File: src/assert_macros.svh
// Assertion helpers for the allocator
`ifndef ASSERT_MACROS_SVH
`define ASSERT_MACROS_SVH

// Check a property on every rising edge outside of reset
`define ASSERT_CLK(label, clk, rst_n, prop, msg) \
	label: assert property (@(posedge clk) disable iff (!rst_n) prop) else $error(msg);

`endif

File: src/bfra_ram.sv
module bfra_ram #(
	parameter int unsigned WIDTH = 32,
	parameter int unsigned DEPTH = 64
) (
	input  logic                     clk,
	input  logic                     we,
	input  logic [$clog2(DEPTH)-1:0] waddr,
	input  logic [WIDTH-1:0]         wdata,
	input  logic [$clog2(DEPTH)-1:0] raddr,
	output logic [WIDTH-1:0]         rdata
);
	logic [WIDTH-1:0] mem [DEPTH];

	// write one entry, read one entry with registered data
	always_ff @(posedge clk) begin
		if (we) begin
			mem[waddr] <= wdata;
		end
		rdata <= mem[raddr];
	end
endmodule

File: config.mk
export PLATFORM = sky130hd
export DESIGN_NAME = bfra_ram
export DESIGN_NICKNAME = d
export VERILOG_FILES = /design/src/assert_macros.svh /design/src/bfra_ram.sv
export SDC_FILE = /design/constraint.sdc
export NUM_CORES = 2
export LEC_CHECK = 0
export BUFFER_PORTS_ARGS = -buffer_cell sky130_fd_sc_hd__buf_2
export CORE_ASPECT_RATIO = 0.6
export CORE_MARGIN = 10
export CORE_UTILIZATION = 60
export CTS_CLUSTER_DIAMETER = 200
export DETAILED_ROUTE_END_ITERATION = 7
export PLACE_DENSITY = 0.74
export SLEW_MARGIN = 20
export SYNTH_ARGS = -nofsm -noshare
export SYNTH_HDL_FRONTEND = slang
export SYNTH_SLANG_ARGS = --single-unit
File: constraint.sdc
create_clock -name clk -period 5.9 [get_ports clk]
set_input_delay 1.18 -clock clk [delete_from_list [all_inputs] [get_ports clk]]
set_output_delay 1.18 -clock clk [all_outputs]
set_load 0.01 [all_outputs]
Word level (Yosys, flattened, before mapping)
Memories as Yosys holds them, arrays and structs flattened. A register that Yosys moved wholly into a read port is not among the register bits.
Cells that the tools add are included.
{ "op_classes": {"muxes": 2} }
{ "ops": {"columns": ["cell", "count"], "rows": [
  ["1-bit two-way mux", 2]
]} }
{ "totals": {"mem_count": 1, "ff_bits": 0, "inputBits": 46, "ram_bits": 2048, "output_inout_bits": 32, "wordCells": 3} }
{ "memory_table": {"columns": ["memory", "words", "word_bits", "rd", "rd_ports_with_merged_regs", "wr", "line_no", "rtl"], "rows": [
  ["mem", 64, 32, 1, 1, 1, "bfra_ram.sv:12", "logic [WIDTH-1:0] mem [DEPTH];"]
]} }

Logic depth before layout (Yosys ltp)
{ "logic_depth": {"depth_word": 2, "mapped_depth": 10, "mapped_depth_nobuf": 5} }

Least setup slack after synthesis
OpenSTA, ideal clock, no wires.
{ "synth_timing": {"path_type": "in2reg", "startpoint": "input port waddr[3]", "endpoint": "memory mem[48][0], enable pin", "required_time_ns": 5.439, "t_arrival_ns": 3.879, "setup_time_ns": 0.461, "n_path_buf": 1, "slack_ns": 1.560, "stages": 4, "cell_sequence": "clkbuf_1 nor2b_1 nand4b_1 nor3_1"} }
{ "synth_lines": {"columns": ["element", "line_no", "rtl"], "rows": [
  ["start, declared", "bfra_ram.sv:7", "input logic [$clog2(DEPTH)-1:0] waddr,"],
  ["end, declared", "bfra_ram.sv:12", null]
]} }
No word-level cell before the write port.

==> results.cfg <==
[clocking]
clock_sinks = 2080
numCtsBuffers = 170
cts_resized = 0
path_clk_slew_ns = 0.07
post_cts_buffers = 0
cts_tree = done
clock_path_buffers = 3
ctsHoldBuffers = 0
cts_root_buf = clkbuf_16
clk_latency_ns = 0.82
htree_levels = 4

[timing]
totalNegativeSetupSlack_ns = 0
setup_ws_ns = 1.927
fmax_mhz = 251.7
worst_pin_slew_ns = 1.163
skew_ns = 0.04123
timing.final.crit_period_ns = 3.973
hold_slack_ns = 0.7635
fin_crit_sh = 0.6734
slew_headroom = 0.2231
setup_viol = 0
rsz0062_at_grt = no
slew_violations = 0
hold_viol = 0

[flow_run]
cap_violations = 0

[global_routing]
antenna_found_initial = 16
grt_use_total = 0.2881
grt_pass1_vias = 38320
grt_first_pass_wirelength_um = 296200
grt_max_degree = 113
grt_overflow = 0

[drt]
top_layer_used = met5
drt_iter0_markers = 7181
routed-wl-met2_um = 93140
antenna_left = 0
wl_met3_um = 33150
wl_um = 209400
met1_length_um = 76250
wl_per_cell_um = 38.82
drc = 0
viasPerCell = 7.201
num_vias = 38830
drt-pass1-iter-count = 5

[yosys]
synthTopCellsByCount = edfxtp_1, mux4_2, nor2_1, mux2i_1, o22ai_1
ys_types = 34
synth_area_mm2 = 0.07852
synthArstFlopShare = 0
yosysSeqAreaShare = 0.7914
syn_inst = 3324
synth_compound_area_frac = 0.01673
synth_largest_area_cell = edfxtp_1
synth_most_common_cell = edfxtp_1
synthSimpleGateAreaFrac = 0.01265
avgSynthCellArea_um2 = 23.62
yosys-mux-area-fraction = 0.1679
yosys-top-cells-area = edfxtp_1, mux4_2, mux2i_1, dfxtp_1, o22ai_1
synth_flop_cell = edfxtp_1
synth_xor_area_frac = 0
synth_top_cell_area_share = 0.7833
synth_fa_ha_area_frac = 0
ys_ff_latch = 2080
synth-edff-count = 2048
yosys_warnings = 0
syn_nets = 3370
synth_top_family_by_area = multiplexers

[outcome]
status = complete, no violations

[finish]
fin_nets = 3575
fill_cells = 7636
multi_input_area_mm2 = 0.01597
register_area_mm2 = 0.06214
post-route-util = 0.6777
drive_above_1_share = 0.2943
area_delta_synth_final_pct = 11.70

[setup_path]
max_stage_delay_ns = 0.72
crit_chain = buf_8 > buf_12 > buf_4 > mux4_2 > mux4_2 > o22ai_1 > nor2_1
rrSetupSlack_ns = 3.36
cp-start-kind = input pin
worst-path-max-fanout = 50
reg2reg_from = mem[62][7]
endpoint_kind = flip-flop
crit_top_cell = mux4_2
critPathKind = input pin to flip-flop
ff2ff_path_depth = 4
required_ns = 6.55
reg2reg_to = rdata[7]
critPathSlowestCell = o22ai_1
arrival_ns = 4.63

[floorplanning]
start_util = 0.6067
die_area_mm2 = 0.1462
core_mm2 = 0.1294
dieWidth_um = 487.0
dieHeight_um = 300.2
fp-row-count = 102
ioPinCount = 78

[power]
pwr_density_cell_mw_per_mm2 = 340.2
leakage_nw = 27.27
finalPower_mw = 29.84
ir_drop_mv = 0.3277

[worst_hold_path]
hold_depth = 4
min_to = rdata[4]
hp-start = mem[29][4]
hold_class = flip-flop to flip-flop

[placement]
dp_slack_ns = 1.171
globalplace.congestion = 0.8387
hpwlAfterDp_um = 121500
port_buffers = 77
critical path, delay by kind of cell:
kind	cells	cell delay (ns)
AO/OA/AOI/OAI	1	0.72
buffers and inverters	3	1.38
multiplexers	2	1.10
AND/OR/NAND/NOR	1	0.13
placed cells by master, fill, tap and decap left out, drive strengths merged, types with 7 or more instances in the layout:
cell type,n
a21oi,62
a22oi,12
a311oi,8
buf,215
bufinv,25
clkbuf,210
clkinv,66
dfxtp,32
diode,7
edfxtp,2048
inv,8
mux2i,93
mux4,544
nand2,26
nand2b,8
nor2,137
nor2b,15
nor3,7
o221ai,27
o22ai,84
metal layers:
| metal | vias up | global-route usage |
|---|---|---|
| li1 | 14660 | - |
| met5 | - | 0 |
| met2 | 3427 | 0.4119 |
| met3 | 380 | 0.08939 |
| met1 | 20360 | 0.4299 |
| met4 | 10 | 0.09352 |
where the power goes:
| part | internal (mW) | switching, mW | total (mW) | leakage, nW |
|---|---|---|---|---|
| Clock | 6.62 | 5.22 | 11.8 | 2.82 |
| Sequential | 16.3 | 0.0672 | 16.4 | 18.7 |
| Combinational | 0.549 | 1.03 | 1.58 | 5.76 |
stage by stage:
step           std cells  instance area [um2]
6_report            5393                87700
5_1_grt             5386                87690
4_1_cts             5386                87640
3_5_place_dp        5073                81890
3_3_place_gp        5071                81830
2_1_floorplan       3324                78520
state kept, by name, summed over array words and instances, names as in the netlist:
| register | flops |
|---|---|
| mem | 2048 |
| rdata | 32 |
layout make-up:
| type | instances | share of cell area |
|---|---|---|
| well taps | 1716 | 0.02448 |
| flip-flops and latches | 2080 | 0.7085 |
| diodes | 7 | 0.0001997 |
| multi-input cells | 1062 | 0.1821 |
| repair buffers | 215 | 0.01912 |
| clock buffers | 210 | 0.05211 |
| clock inverters | 103 | 0.01351 |
cell families after synthesis:
family / after synthesis
AO/OA/AOI/OAI: 202
buffers and inverters: 182
flip-flops: 2080
multiplexers: 637
AND/OR/NAND/NOR: 223
how the worst max path moves through the flow:
| stage | startpoint | endpoint | slack, ns | cells past startpoint |
|---|---|---|---|---|
| final | raddr[0] | rdata[14] | 1.93 | 7 |
| after global routing | raddr[0] | rdata[14] | 1.64 | 7 |
| after global placement | raddr[0] | rdata[14] | 1.21 | 7 |
| after detailed placement | raddr[0] | rdata[14] | 1.17 | 7 |
| after CTS | raddr[0] | rdata[14] | 1.96 | 7 |
| after floorplan | waddr[3] | mem[48][0] | 1.56 | 4 |
Note: power is estimated with default switching activity, not from simulation.
