[src/assert_macros.svh]
// Assertion helpers for the allocator
`ifndef ASSERT_MACROS_SVH
`define ASSERT_MACROS_SVH

// Check a property on every rising edge outside of reset
`define ASSERT_CLK(label, clk, rst_n, prop, msg) \
	label: assert property (@(posedge clk) disable iff (!rst_n) prop) else $error(msg);

`endif

[src/bfra_pkg.sv]
package bfra_pkg;

	localparam int unsigned PAGES_W = 21;
	localparam int unsigned STAMP_W = 32;
	localparam int unsigned IO_ADDR_W = 32;

	typedef enum logic [1:0] {
		FN_INSERT = 2'd0,
		FN_ALLOC  = 2'd1,
		FN_FREE   = 2'd2,
		FN_NONE   = 2'd3
	} func_t;

	typedef enum logic [1:0] {
		ST_OK        = 2'd0,
		ST_NOT_FOUND = 2'd1,
		ST_NO_FIT    = 2'd2,
		ST_EXHAUSTED = 2'd3
	} status_t;

	typedef enum logic [2:0] {
		S_IDLE,
		S_SCAN,
		S_LAST,
		S_WB1,
		S_WB2
	} state_t;

	typedef struct packed {
		logic clear;
		logic eval;
	} scan_ctrl_t;

	typedef struct packed {
		logic best_ok;
		logic empty_ok;
		logic match_ok;
	} scan_res_t;

endpackage

[src/bfra_scan.sv]
module bfra_scan #(
	parameter int unsigned ENTRIES = 64,
	parameter int unsigned PAGE_SHIFT = 12,
	parameter int unsigned ADDR_BITS = 32
) (
	input  logic                                   clk,
	input  logic                                   arst_n,
	input  bfra_pkg::scan_ctrl_t                   ctrl,
	input  logic [$clog2(ENTRIES)-1:0]             e_idx,
	input  logic                                   e_valid,
	input  logic                                   e_free,
	input  logic [ADDR_BITS-PAGE_SHIFT-1:0]        e_base,
	input  logic [((ADDR_BITS-PAGE_SHIFT > 21) ? ADDR_BITS-PAGE_SHIFT : 21)-1:0] e_count,
	input  logic [bfra_pkg::STAMP_W-1:0]           e_stamp,
	input  logic [bfra_pkg::PAGES_W-1:0]           pages,
	input  logic [ADDR_BITS-1:0]                   addr,
	input  logic [bfra_pkg::STAMP_W-1:0]           stamp_now,
	output bfra_pkg::scan_res_t                    res,
	output logic [$clog2(ENTRIES)-1:0]             best_idx,
	output logic [ADDR_BITS-PAGE_SHIFT-1:0]        best_base,
	output logic [((ADDR_BITS-PAGE_SHIFT > 21) ? ADDR_BITS-PAGE_SHIFT : 21)-1:0] best_count,
	output logic [$clog2(ENTRIES)-1:0]             empty_idx,
	output logic [$clog2(ENTRIES)-1:0]             match_idx
);
	import bfra_pkg::*;

	localparam int unsigned IDX_W = $clog2(ENTRIES);
	localparam int unsigned PB = ADDR_BITS - PAGE_SHIFT;
	localparam int unsigned CNT_W = (PB > PAGES_W) ? PB : PAGES_W;
	localparam int unsigned SPAN_W = CNT_W + PAGE_SHIFT;
	localparam int unsigned CMP_W = (SPAN_W > ADDR_BITS) ? SPAN_W : ADDR_BITS;

	logic             best_ok_q, empty_ok_q, match_ok_q;
	logic [IDX_W-1:0] best_idx_q, empty_idx_q, match_idx_q;
	logic [PB-1:0]    best_base_q;
	logic [CNT_W-1:0] best_cnt_q;
	logic [STAMP_W-1:0] best_age_q;

	logic [STAMP_W-1:0]   age;
	logic                 fit, better, hit;
	logic [ADDR_BITS-1:0] base_a, diff;
	logic [SPAN_W-1:0]    span;

	// score the entry under evaluation
	always_comb begin
		age = stamp_now - e_stamp;
		fit = e_valid && e_free && (e_count >= CNT_W'(pages));
		better = !best_ok_q || (e_count < best_cnt_q)
			|| ((e_count == best_cnt_q) && (age < best_age_q));
		base_a = {e_base, {PAGE_SHIFT{1'b0}}};
		span = {e_count, {PAGE_SHIFT{1'b0}}};
		diff = addr - base_a;
		hit = e_valid && ((addr == base_a)
			|| ((addr > base_a) && (CMP_W'(diff) < CMP_W'(span))));
	end

	// track found flags
	always_ff @(posedge clk or negedge arst_n) begin
		if (!arst_n) begin
			best_ok_q <= 1'b0;
			empty_ok_q <= 1'b0;
			match_ok_q <= 1'b0;
		end else if (ctrl.clear) begin
			best_ok_q <= 1'b0;
			empty_ok_q <= 1'b0;
			match_ok_q <= 1'b0;
		end else if (ctrl.eval) begin
			if (fit && better) best_ok_q <= 1'b1;
			if (!e_valid) empty_ok_q <= 1'b1;
			if (hit) match_ok_q <= 1'b1;
		end
	end

	// hold the chosen entries
	always_ff @(posedge clk) begin
		if (ctrl.eval) begin
			if (fit && better) begin
				best_idx_q <= e_idx;
				best_base_q <= e_base;
				best_cnt_q <= e_count;
				best_age_q <= age;
			end
			if (!e_valid && !empty_ok_q) empty_idx_q <= e_idx;
			if (hit && !match_ok_q) match_idx_q <= e_idx;
		end
	end

	assign res = '{best_ok: best_ok_q, empty_ok: empty_ok_q, match_ok: match_ok_q};
	assign best_idx = best_idx_q;
	assign best_base = best_base_q;
	assign best_count = best_cnt_q;
	assign empty_idx = empty_idx_q;
	assign match_idx = match_idx_q;
endmodule

[config.mk]
export PLATFORM = sky130hd
export DESIGN_NAME = bfra_scan
export DESIGN_NICKNAME = d
export VERILOG_FILES = /design/src/assert_macros.svh /design/src/bfra_pkg.sv /design/src/bfra_scan.sv
export SDC_FILE = /design/constraint.sdc
export NUM_CORES = 1
export LEC_CHECK = 0
export ABC_AREA = 1
export BUFFER_PORTS_ARGS = -buffer_cell sky130_fd_sc_hd__buf_2
export CAP_MARGIN = 20
export CELL_PAD_IN_SITES_DETAIL_PLACEMENT = 0
export CELL_PAD_IN_SITES_GLOBAL_PLACEMENT = 1
export CORE_MARGIN = 2
export CORE_UTILIZATION = 35
export CTS_CLUSTER_DIAMETER = 50
export DETAILED_ROUTE_END_ITERATION = 8
export GPL_TIMING_DRIVEN = 0
export HOLD_SLACK_MARGIN = 0.15
export PLACE_DENSITY_LB_ADDON = 0.1
export REMOVE_ABC_BUFFERS = 1
export SLEW_MARGIN = 10
export SYNTH_ARGS = -nofsm -noshare
export SYNTH_HDL_FRONTEND = slang
export SYNTH_SLANG_ARGS = --single-unit
[constraint.sdc]
create_clock -name clk -period 5.4 [get_ports clk]
set_clock_uncertainty 0.15 [all_clocks]
set_input_delay 0.27 -clock clk [delete_from_list [all_inputs] [get_ports clk]]
set_output_delay 0.27 -clock clk [all_outputs]
set_load 0.01 [all_outputs]
== Word level (Yosys, flattened, before mapping) ==
Index checks and enable logic that the tools add are counted.
Storage, ports and cells
  flip-flop bits (word level): 94
  input port bits: 170
  output and inout port bits: 62
  word-level logic and storage cells: 52
Cells by class
  $add $sub $neg: 2
  $lt $le $gt $ge: 5
  equal/unequal tests: 3
  multiplexer cells: 9
  reduce and logical (&&, ||, !) cells: 24
Operators by type and width (count)
  32-bit subtractor: 2
  32-bit by 33-bit less-than comparator with 1-bit output: 1
  32-bit equality test: 1
  32-bit > comparator: 1
  32-bit less-than comparator: 1
  21-bit equality test: 1
  21-bit >= comparator: 1
  21-bit less-than comparator: 1
  2-bit AND reduction: 6
  1-bit 2-to-1 mux: 9
  1-bit logical AND: 8
  2-bit nonzero test: 3
  1-bit logical NOT: 4
  1-bit logical OR: 3
  2-bit inequality test, second input constant: 1

== Logic depth before layout (Yosys ltp) ==
Gate-level depths: netlist (run 1).
  word-level depth: 8
  mapped depth: 24
  gate-level depth less buffers: 24

== Worst setup path before layout (run 1) ==
Ideal clock, no wire load.
  path kind: input -> register
  start point: in stamp_now[0] (netlist name)
  end point: reg best_age_q[0], enable pin
  library setup time: 0.542 ns
  data arrival time: 6.304 ns
  data required time: 4.708 ns
  path slack: -1.596 ns
  stages on the path: 19
  buffers on the path: 0
  cell sequence: inv_1 > ha_1 > fa_1 > inv_1 > nand2_1 > o21ai_2 > a21boi_2 > o21ai_2 > nand3_1 > nand3_1 > nand2_1 > ha_1 > nand2_1 > o21ai_0 > nor2_1 > nand3_1 > nor2_1 > nand2_1 > a21oi_1
Between the ends
  cells in the longest elaborated chain, start to end: 6
RTL lines
  from (decl): line bfra_scan.sv:17  | input logic [bfra_pkg::STAMP_W-1:0] stamp_now,
  32-bit subtractor: line bfra_scan.sv:46  | age = stamp_now - e_stamp;
  net age[30]: line bfra_scan.sv:39  | logic [STAMP_W-1:0] age;
  32-bit less-than comparator: line bfra_scan.sv:49  | || ((e_count == best_cnt_q) && (age < best_age_q));
  1-bit logical AND: line bfra_scan.sv:49
  1-bit logical OR: line bfra_scan.sv:49
  1-bit logical AND: line bfra_scan.sv:77  | if (fit && better) begin
  2-bit AND reduction (no source line)
  to (signal assigned): line bfra_scan.sv:81  | best_age_q <= age;
  to (decl): line bfra_scan.sv:37  | logic [STAMP_W-1:0] best_age_q;
The timed path passes the listed nets, and every way through them passes these cells.
A chain may end at the register's enable or synchronous reset.

== Worst setup path after layout (run 1) ==
  start point: in e_stamp[0] (netlist name)
  end point: reg best_cnt_q[6] (netlist: best_count[6]), enable pin
Between the ends
  cells in the longest elaborated chain, start to end: 6
RTL lines
  from (decl): line bfra_scan.sv:14  | input logic [bfra_pkg::STAMP_W-1:0] e_stamp,
  32-bit subtractor: line bfra_scan.sv:46
  net age[28]: line bfra_scan.sv:39
  32-bit less-than comparator: line bfra_scan.sv:49
  1-bit logical AND: line bfra_scan.sv:49
  1-bit logical OR: line bfra_scan.sv:49
  1-bit logical AND: line bfra_scan.sv:77
  2-bit AND reduction (no source line)
  to (signal assigned): line bfra_scan.sv:80  | best_cnt_q <= e_count;
  to (decl): line bfra_scan.sv:36  | logic [CNT_W-1:0] best_cnt_q;
The timed path passes the listed nets, and every way through them passes these cells.

==> flow_summary.json, run 1 <==
{
  "antenna_cells": 0,
  "grt_antenna_before_repair": 0,
  "avgViaCountPerCell": 4.53,
  "whs_ps": 171,
  "fmax_mhz": 229,
  "grt_use_total": 0.180,
  "core_sq_um": 24200,
  "slew_headroom": 0.486,
  "start_kind": "primary input",
  "powerDensity_nw_per_um2": 208,
  "grt_first_pass_wirelength_mm": 37.3,
  "post_cts_resized": 0,
  "gp_congestion": 0.816,
  "worst_pin_slew_ps": 769,
  "min_period_ps": 4370,
  "overflow": 0,
  "clock_path_buffers": 2,
  "synth_seq_area_share": 0.326,
  "syn_avg_cell_area_sq_um": 7.81,
  "ys_top_cells_by_count": "inv_1, nand2_1, ha_1",
  "ir_drop_v": 0.000139,
  "finalCritPeriodShare": 0.810,
  "wl_per_cell_microns": 13.4,
  "intPower_uw": 1490,
  "rsz0062_at_grt": "no",
  "die_w_microns": 161,
  "p_leak_uw": 0.00582,
  "area_delta_synth_final_pct": 28.5,
  "clock_latency_ps": 350,
  "cp_max_fo": 19,
  "final_util": 0.456,
  "syn_area_sq_um": 8600,
  "switching_power_uw": 812,
  "wirelength_mm": 23.2,
  "hold_depth": 5,
  "cts_made_buffers": 9,
  "synth_most_common_cell": "inv_1",
  "post_cts_buffers": 0,
  "async_flop_share": 0.0319,
  "final_nets": 1711,
  "hold_viol": 0,
  "cts_root_buf": "clkbuf_16",
  "ys_warn_count": 0,
  "htreeDepth": 3,
  "max_cap_viol_count": 0,
  "hp-class": "in2reg",
  "cp.required_ps": 5320,
  "place.detailed.hpwl_mm": 19.4,
  "dieHeight_microns": 161,
  "yosys.area.top_type_share": 0.318,
  "post-synth-top-area-cell": "edfxtp_1",
  "syn-instance-count": 1102,
  "r2r_cells": 12,
  "drv_slew": 0,
  "status": "complete, no violations",
  "cp-end-kind": "flip-flop",
  "std_cell_rows": 57,
  "synth_ff_type": "edfxtp_1",
  "tns_ps": 0,
  "drive_gt1_frac": 0.197,
  "n_fill_cell": 2558,
  "io_buffers": 231,
  "power_frac_seq": 0.365,
  "power_frac_comb": 0.342,
  "cts_hold_buf": 52,
  "switching_share": 0.352,
  "power.share.clock": 0.294,
  "grt_pass1_vias": 7432,
  "r2r_setup_slack_ps": 1960,
  "drt-pass1-iter-count": 5,
  "setup_viol": 0,
  "grt_max_degree": 26,
  "worstPathArrival_ps": 4290,
  "die_area_sq_um": 25900,
  "num_vias": 7808,
  "drtIter0Drc": 352,
  "start_util": 0.355,
  "synth-edff-count": 91,
  "ys_ff_latch": 94,
  "path_clk_slew_ps": 80,
  "synth.area.top_cells": "edfxtp_1, ha_1, inv_1",
  "synth_cell_type_count": 35,
  "io_pins": 232,
  "cts_tree": "done",
  "drc": 0,
  "antenna_left": 0,
  "critPathKind": "in2reg",
  "cts.sinks": 94
}
==> critical path, stage by stage <==
cell	delay, ps
buf_2	100
ha_1	230
fa_1	410
inv_1	70
nand2_1	60
o21ai_2	270
inv_2	40
nor2_1	110
nor2_2	80
o21ai_2	240
nand3_1	140
nand3_1	90
nand2_1	120
ha_1	200
a21oi_1	130
o21ai_0	100
nor2_1	120
nand3_1	100
nor2_1	200
nand2_1	130
a21oi_4	640
buf_16	250
buf_16	170
==> power by group through the flow <==
stage,logic [uW],registers [uW],clock network [uW]
2_1_floorplan,512,866,0
3_3_place_gp,757,861,0
3_5_place_dp,766,858,0
4_1_cts,800,841,702
5_1_grt,916,843,723
6_report,787,841,677
==> stage by stage <==
| step | power (uW) | setup WS [ps] | instance area (sq um) | cells |
|---|---|---|---|---|
| 2_1_floorplan | 1380 | -1600 | 8580 | 1099 |
| 3_3_place_gp | 1620 | -4530 | 10100 | 1654 |
| 3_5_place_dp | 1620 | 574 | 10200 | 1657 |
| 4_1_cts | 2340 | 944 | 11100 | 1725 |
| 5_1_grt | 2480 | 656 | 11100 | 1725 |
| 6_report | 2300 | 1030 | 11100 | 1725 |
==> metal layers <==
metal  vias up  track usage  part of all wire
li1       4205            -                 -
met4         0       0.0345            0.0092
met5         -            0                 0
met2       204        0.274              0.41
met3        11       0.0251             0.049
met1      3388        0.272              0.53
==> flip-flops by register name, indices dropped and copies added (netlist names) <==
name / count
best_age_q: 32
best_base: 20
best_count: 21
best_idx: 6
best_ok_q: 1
empty_idx: 6
empty_ok_q: 1
match_idx: 6
match_ok_q: 1
==> logic make-up after synthesis <==
logic type,share of synthesized area
AND/OR/NAND/NOR,0.195
flip-flops,0.326
adder cells (fa/ha/maj),0.213
AO/OA/AOI/OAI,0.113
buffers and inverters,0.110
XOR/XNOR,0.0428
==> layout make-up <==
class                           count  area [sq um]  area share
Clock inverter                      7          78.8     0.00713
Timing Repair Buffer              286          1750       0.158
Sequential cell                    94          2810       0.254
Tap cell                          324           405      0.0367
Inverter                          247           927      0.0839
Multi-Input combinational cell    758          4860       0.440
Clock buffer                        9           225      0.0204
==> path summary, 6_finish.rpt <==
kind,from,end
min in group asynchronous,arst_n,best_ok_q
max,e_stamp[0],best_count[6]
max in group asynchronous,arst_n,empty_ok_q
max reg2reg,best_count[20],best_count[6]
min,e_free,best_ok_q
min reg2reg,match_ok_q,match_ok_q
==> cell usage in the layout (no fill, tap or decap), drive strengths merged, types with 32 or more instances in the layout <==
cell type    instances
nand3               41
inv                253
nor2                89
xor2                32
ha                 143
o21ai               45
nand2              228
dlygate4sd3         52
buf                234
edfxtp              91
a21oi              104
(Power assumes the default switching activity.)
==> run 2: changes to the inputs <==
==> constraint.sdc (replaced) <==
create_clock -name clk -period 3.8 [get_ports clk]
set_clock_uncertainty 0.15 [all_clocks]
set_input_delay 0.19 -clock clk [delete_from_list [all_inputs] [get_ports clk]]
set_output_delay 0.19 -clock clk [all_outputs]
set_load 0.01 [all_outputs]
==> run 2 against run 1 <==
Net effect: utilization rose by 0.81 points; largest cell class unchanged; global-route usage about the same; setup slack lost 800 ps; cell count up 0.87%; cell area is 1.8% higher; routed wire length grew 0.54%; via count is 0.65% higher.
==> flow_summary.json, run 2 (synthesis results as in run 1) <==
{
  "status": "complete, no violations",
  "wirelength_mm": 23.3,
  "layout_setup_ws_ps": 231,
  "top_register": "best_age_q",
  "p_leak_uw": 0.00590,
  "antenna_left": 0,
  "switching_power_uw": 1160,
  "drv_slew": 0,
  "cts_tree": "done",
  "cp-end-kind": "flip-flop",
  "power.share.clock": 0.292,
  "grt_max_degree": 26,
  "cts_made_buffers": 9,
  "io_pins": 232,
  "final_nets": 1726,
  "num_vias": 7859,
  "clock_latency_ps": 350,
  "wl_per_cell_microns": 13.4,
  "use_met1": 0.273,
  "power_frac_seq": 0.362,
  "core_sq_um": 24200,
  "max_cap_viol_count": 0,
  "power_frac_comb": 0.346,
  "area_delta_synth_final_pct": 30.7,
  "grt_antenna_before_repair": 0,
  "largest_reg_flops": 32,
  "worst_pin_slew_ps": 597,
  "worstPathArrival_ps": 3490,
  "grt_pass1_vias": 7475,
  "rsz0062_at_grt": "yes",
  "hp-class": "in2reg",
  "cts_root_buf": "clkbuf_16",
  "ir_drop_v": 0.000198,
  "dpl_worst_slack_ps": -946,
  "use_met2": 0.274,
  "min_period_ps": 3570,
  "drive_gt1_frac": 0.208,
  "cp_max_fo": 12,
  "grtUsageMet3": 0.0251,
  "drc": 0,
  "finalCritPeriodShare": 0.939,
  "hold_viol": 0,
  "most-common-layout-cells": "inv_1, buf_2, nand2_1, ha_1, a21oi_1",
  "die_w_microns": 161,
  "setup_viol": 0,
  "die_area_sq_um": 25900,
  "fmax_mhz": 280,
  "cp.required_ps": 3720,
  "dieHeight_microns": 161,
  "std_cell_rows": 57,
  "htreeDepth": 3,
  "powerDensity_nw_per_um2": 294,
  "clock_path_buffers": 2,
  "gp_congestion": 0.816,
  "drt-pass1-iter-count": 5,
  "fin_total_pwr_uw": 3300,
  "layout_commonest_cell": "inv_1",
  "io_buffers": 231,
  "slew_headroom": 0.598,
  "top_usage_layer": "met2",
  "place.detailed.hpwl_mm": 19.4,
  "antenna_cells": 0,
  "grt_use_total": 0.180,
  "drtIter0Drc": 408,
  "start_util": 0.355,
  "avgViaCountPerCell": 4.52,
  "grt_first_pass_wirelength_mm": 37.4,
  "start_kind": "primary input",
  "critPathKind": "in2reg",
  "crit_chain": "buf_2, ha_1, fa_2, inv_1, nand2_1, o21ai_4, inv_2, nor2_1, nor2_2, o21ai_2, buf_4, buf_4, xor2_1, ha_1, nand4_1, a21oi_1, nor2_1, nand2_1, nand2_1, nand2_2, a21oi_4, buf_4, clkbuf_16",
  "cts.sinks": 94,
  "final_util": 0.464,
  "path_clk_slew_ps": 80,
  "critPathMaxStageDelay_ps": 360,
  "switching_share": 0.352,
  "cp_slowest_cell": "fa_2",
  "intPower_uw": 2140,
  "overflow": 0
}
[run 2: per-stage QoR]
| step | area (sq um) | instances | hold WS [ps] | TNS, ps |
|---|---|---|---|---|
| 2_1_floorplan | 8580 | 1099 | -256 | -246200 |
| 3_3_place_gp | 10100 | 1654 | -159 | -478340 |
| 4_1_cts | 11100 | 1734 | 165 | 0 |
| 3_5_place_dp | 10200 | 1657 | -156 | -62250 |
| 6_report | 11200 | 1740 | 170 | 0 |
| 5_1_grt | 11200 | 1740 | 177 | -1660 |
[run 2: power by group through the flow]
stage	registers, uW	logic [uW]	clock network, uW
2_1_floorplan	1230	727	0
3_3_place_gp	1220	1080	0
3_5_place_dp	1220	1090	0
4_1_cts	1200	1150	997
5_1_grt	1200	1330	1030
6_report	1190	1140	965
[run 2: worst paths after layout]
path | start | end | slack [ps] | depth (start not counted)
worst min register to register | empty_ok_q | empty_ok_q | 390 | 2
worst min-delay path | stamp_now[31] | best_age_q[31] | 170 | 3
min in group asynchronous | arst_n | best_ok_q | 580 | 3
worst max register to register | best_count[20] | best_count[15] | 910 | 12
worst max-delay path | e_stamp[0] | best_count[15] | 230 | 23
max in group asynchronous | arst_n | empty_ok_q | 2760 | 3
[run 2: metal layers]
| metal | wire length [microns] | share of wire | vias to the layer above |
|---|---|---|---|
| li1 | - | - | 4236 |
| met1 | 12400 | 0.53 | 3420 |
| met2 | 9610 | 0.41 | 194 |
| met3 | 1090 | 0.047 | 9 |
| met4 | 163 | 0.0070 | 0 |
| met5 | 0 | 0 | - |
[run 2: repair_timing]
item	4_1_cts	5_1_grt
gates cloned	0	1
resized for setup	2	9
endpoints found under the setup margin	79	84
setup buffers	5	5
hold buffers	56	0
hold endpoints to repair	67	0
pin swaps	2	6
[run 2: final cells by class]
type                            count  area, sq um
Sequential cell                    94         2810
Timing Repair Buffer              301         1900
Fill cell                        2546        13000
Multi-Input combinational cell    758         4900
Clock inverter                      7         78.8
Tap cell                          324          405
Clock buffer                        9          225
Inverter                          247          927
[run 2: worst max-delay path, delay by kind of cell]
family                     cells  cell delay (ps)
AOI/OAI and AO/OA              4              740
xor gates and xnor gates       1              250
adders and majority gates      3              880
buffers and inverters          7              800
and+or+nand+nor                8              630
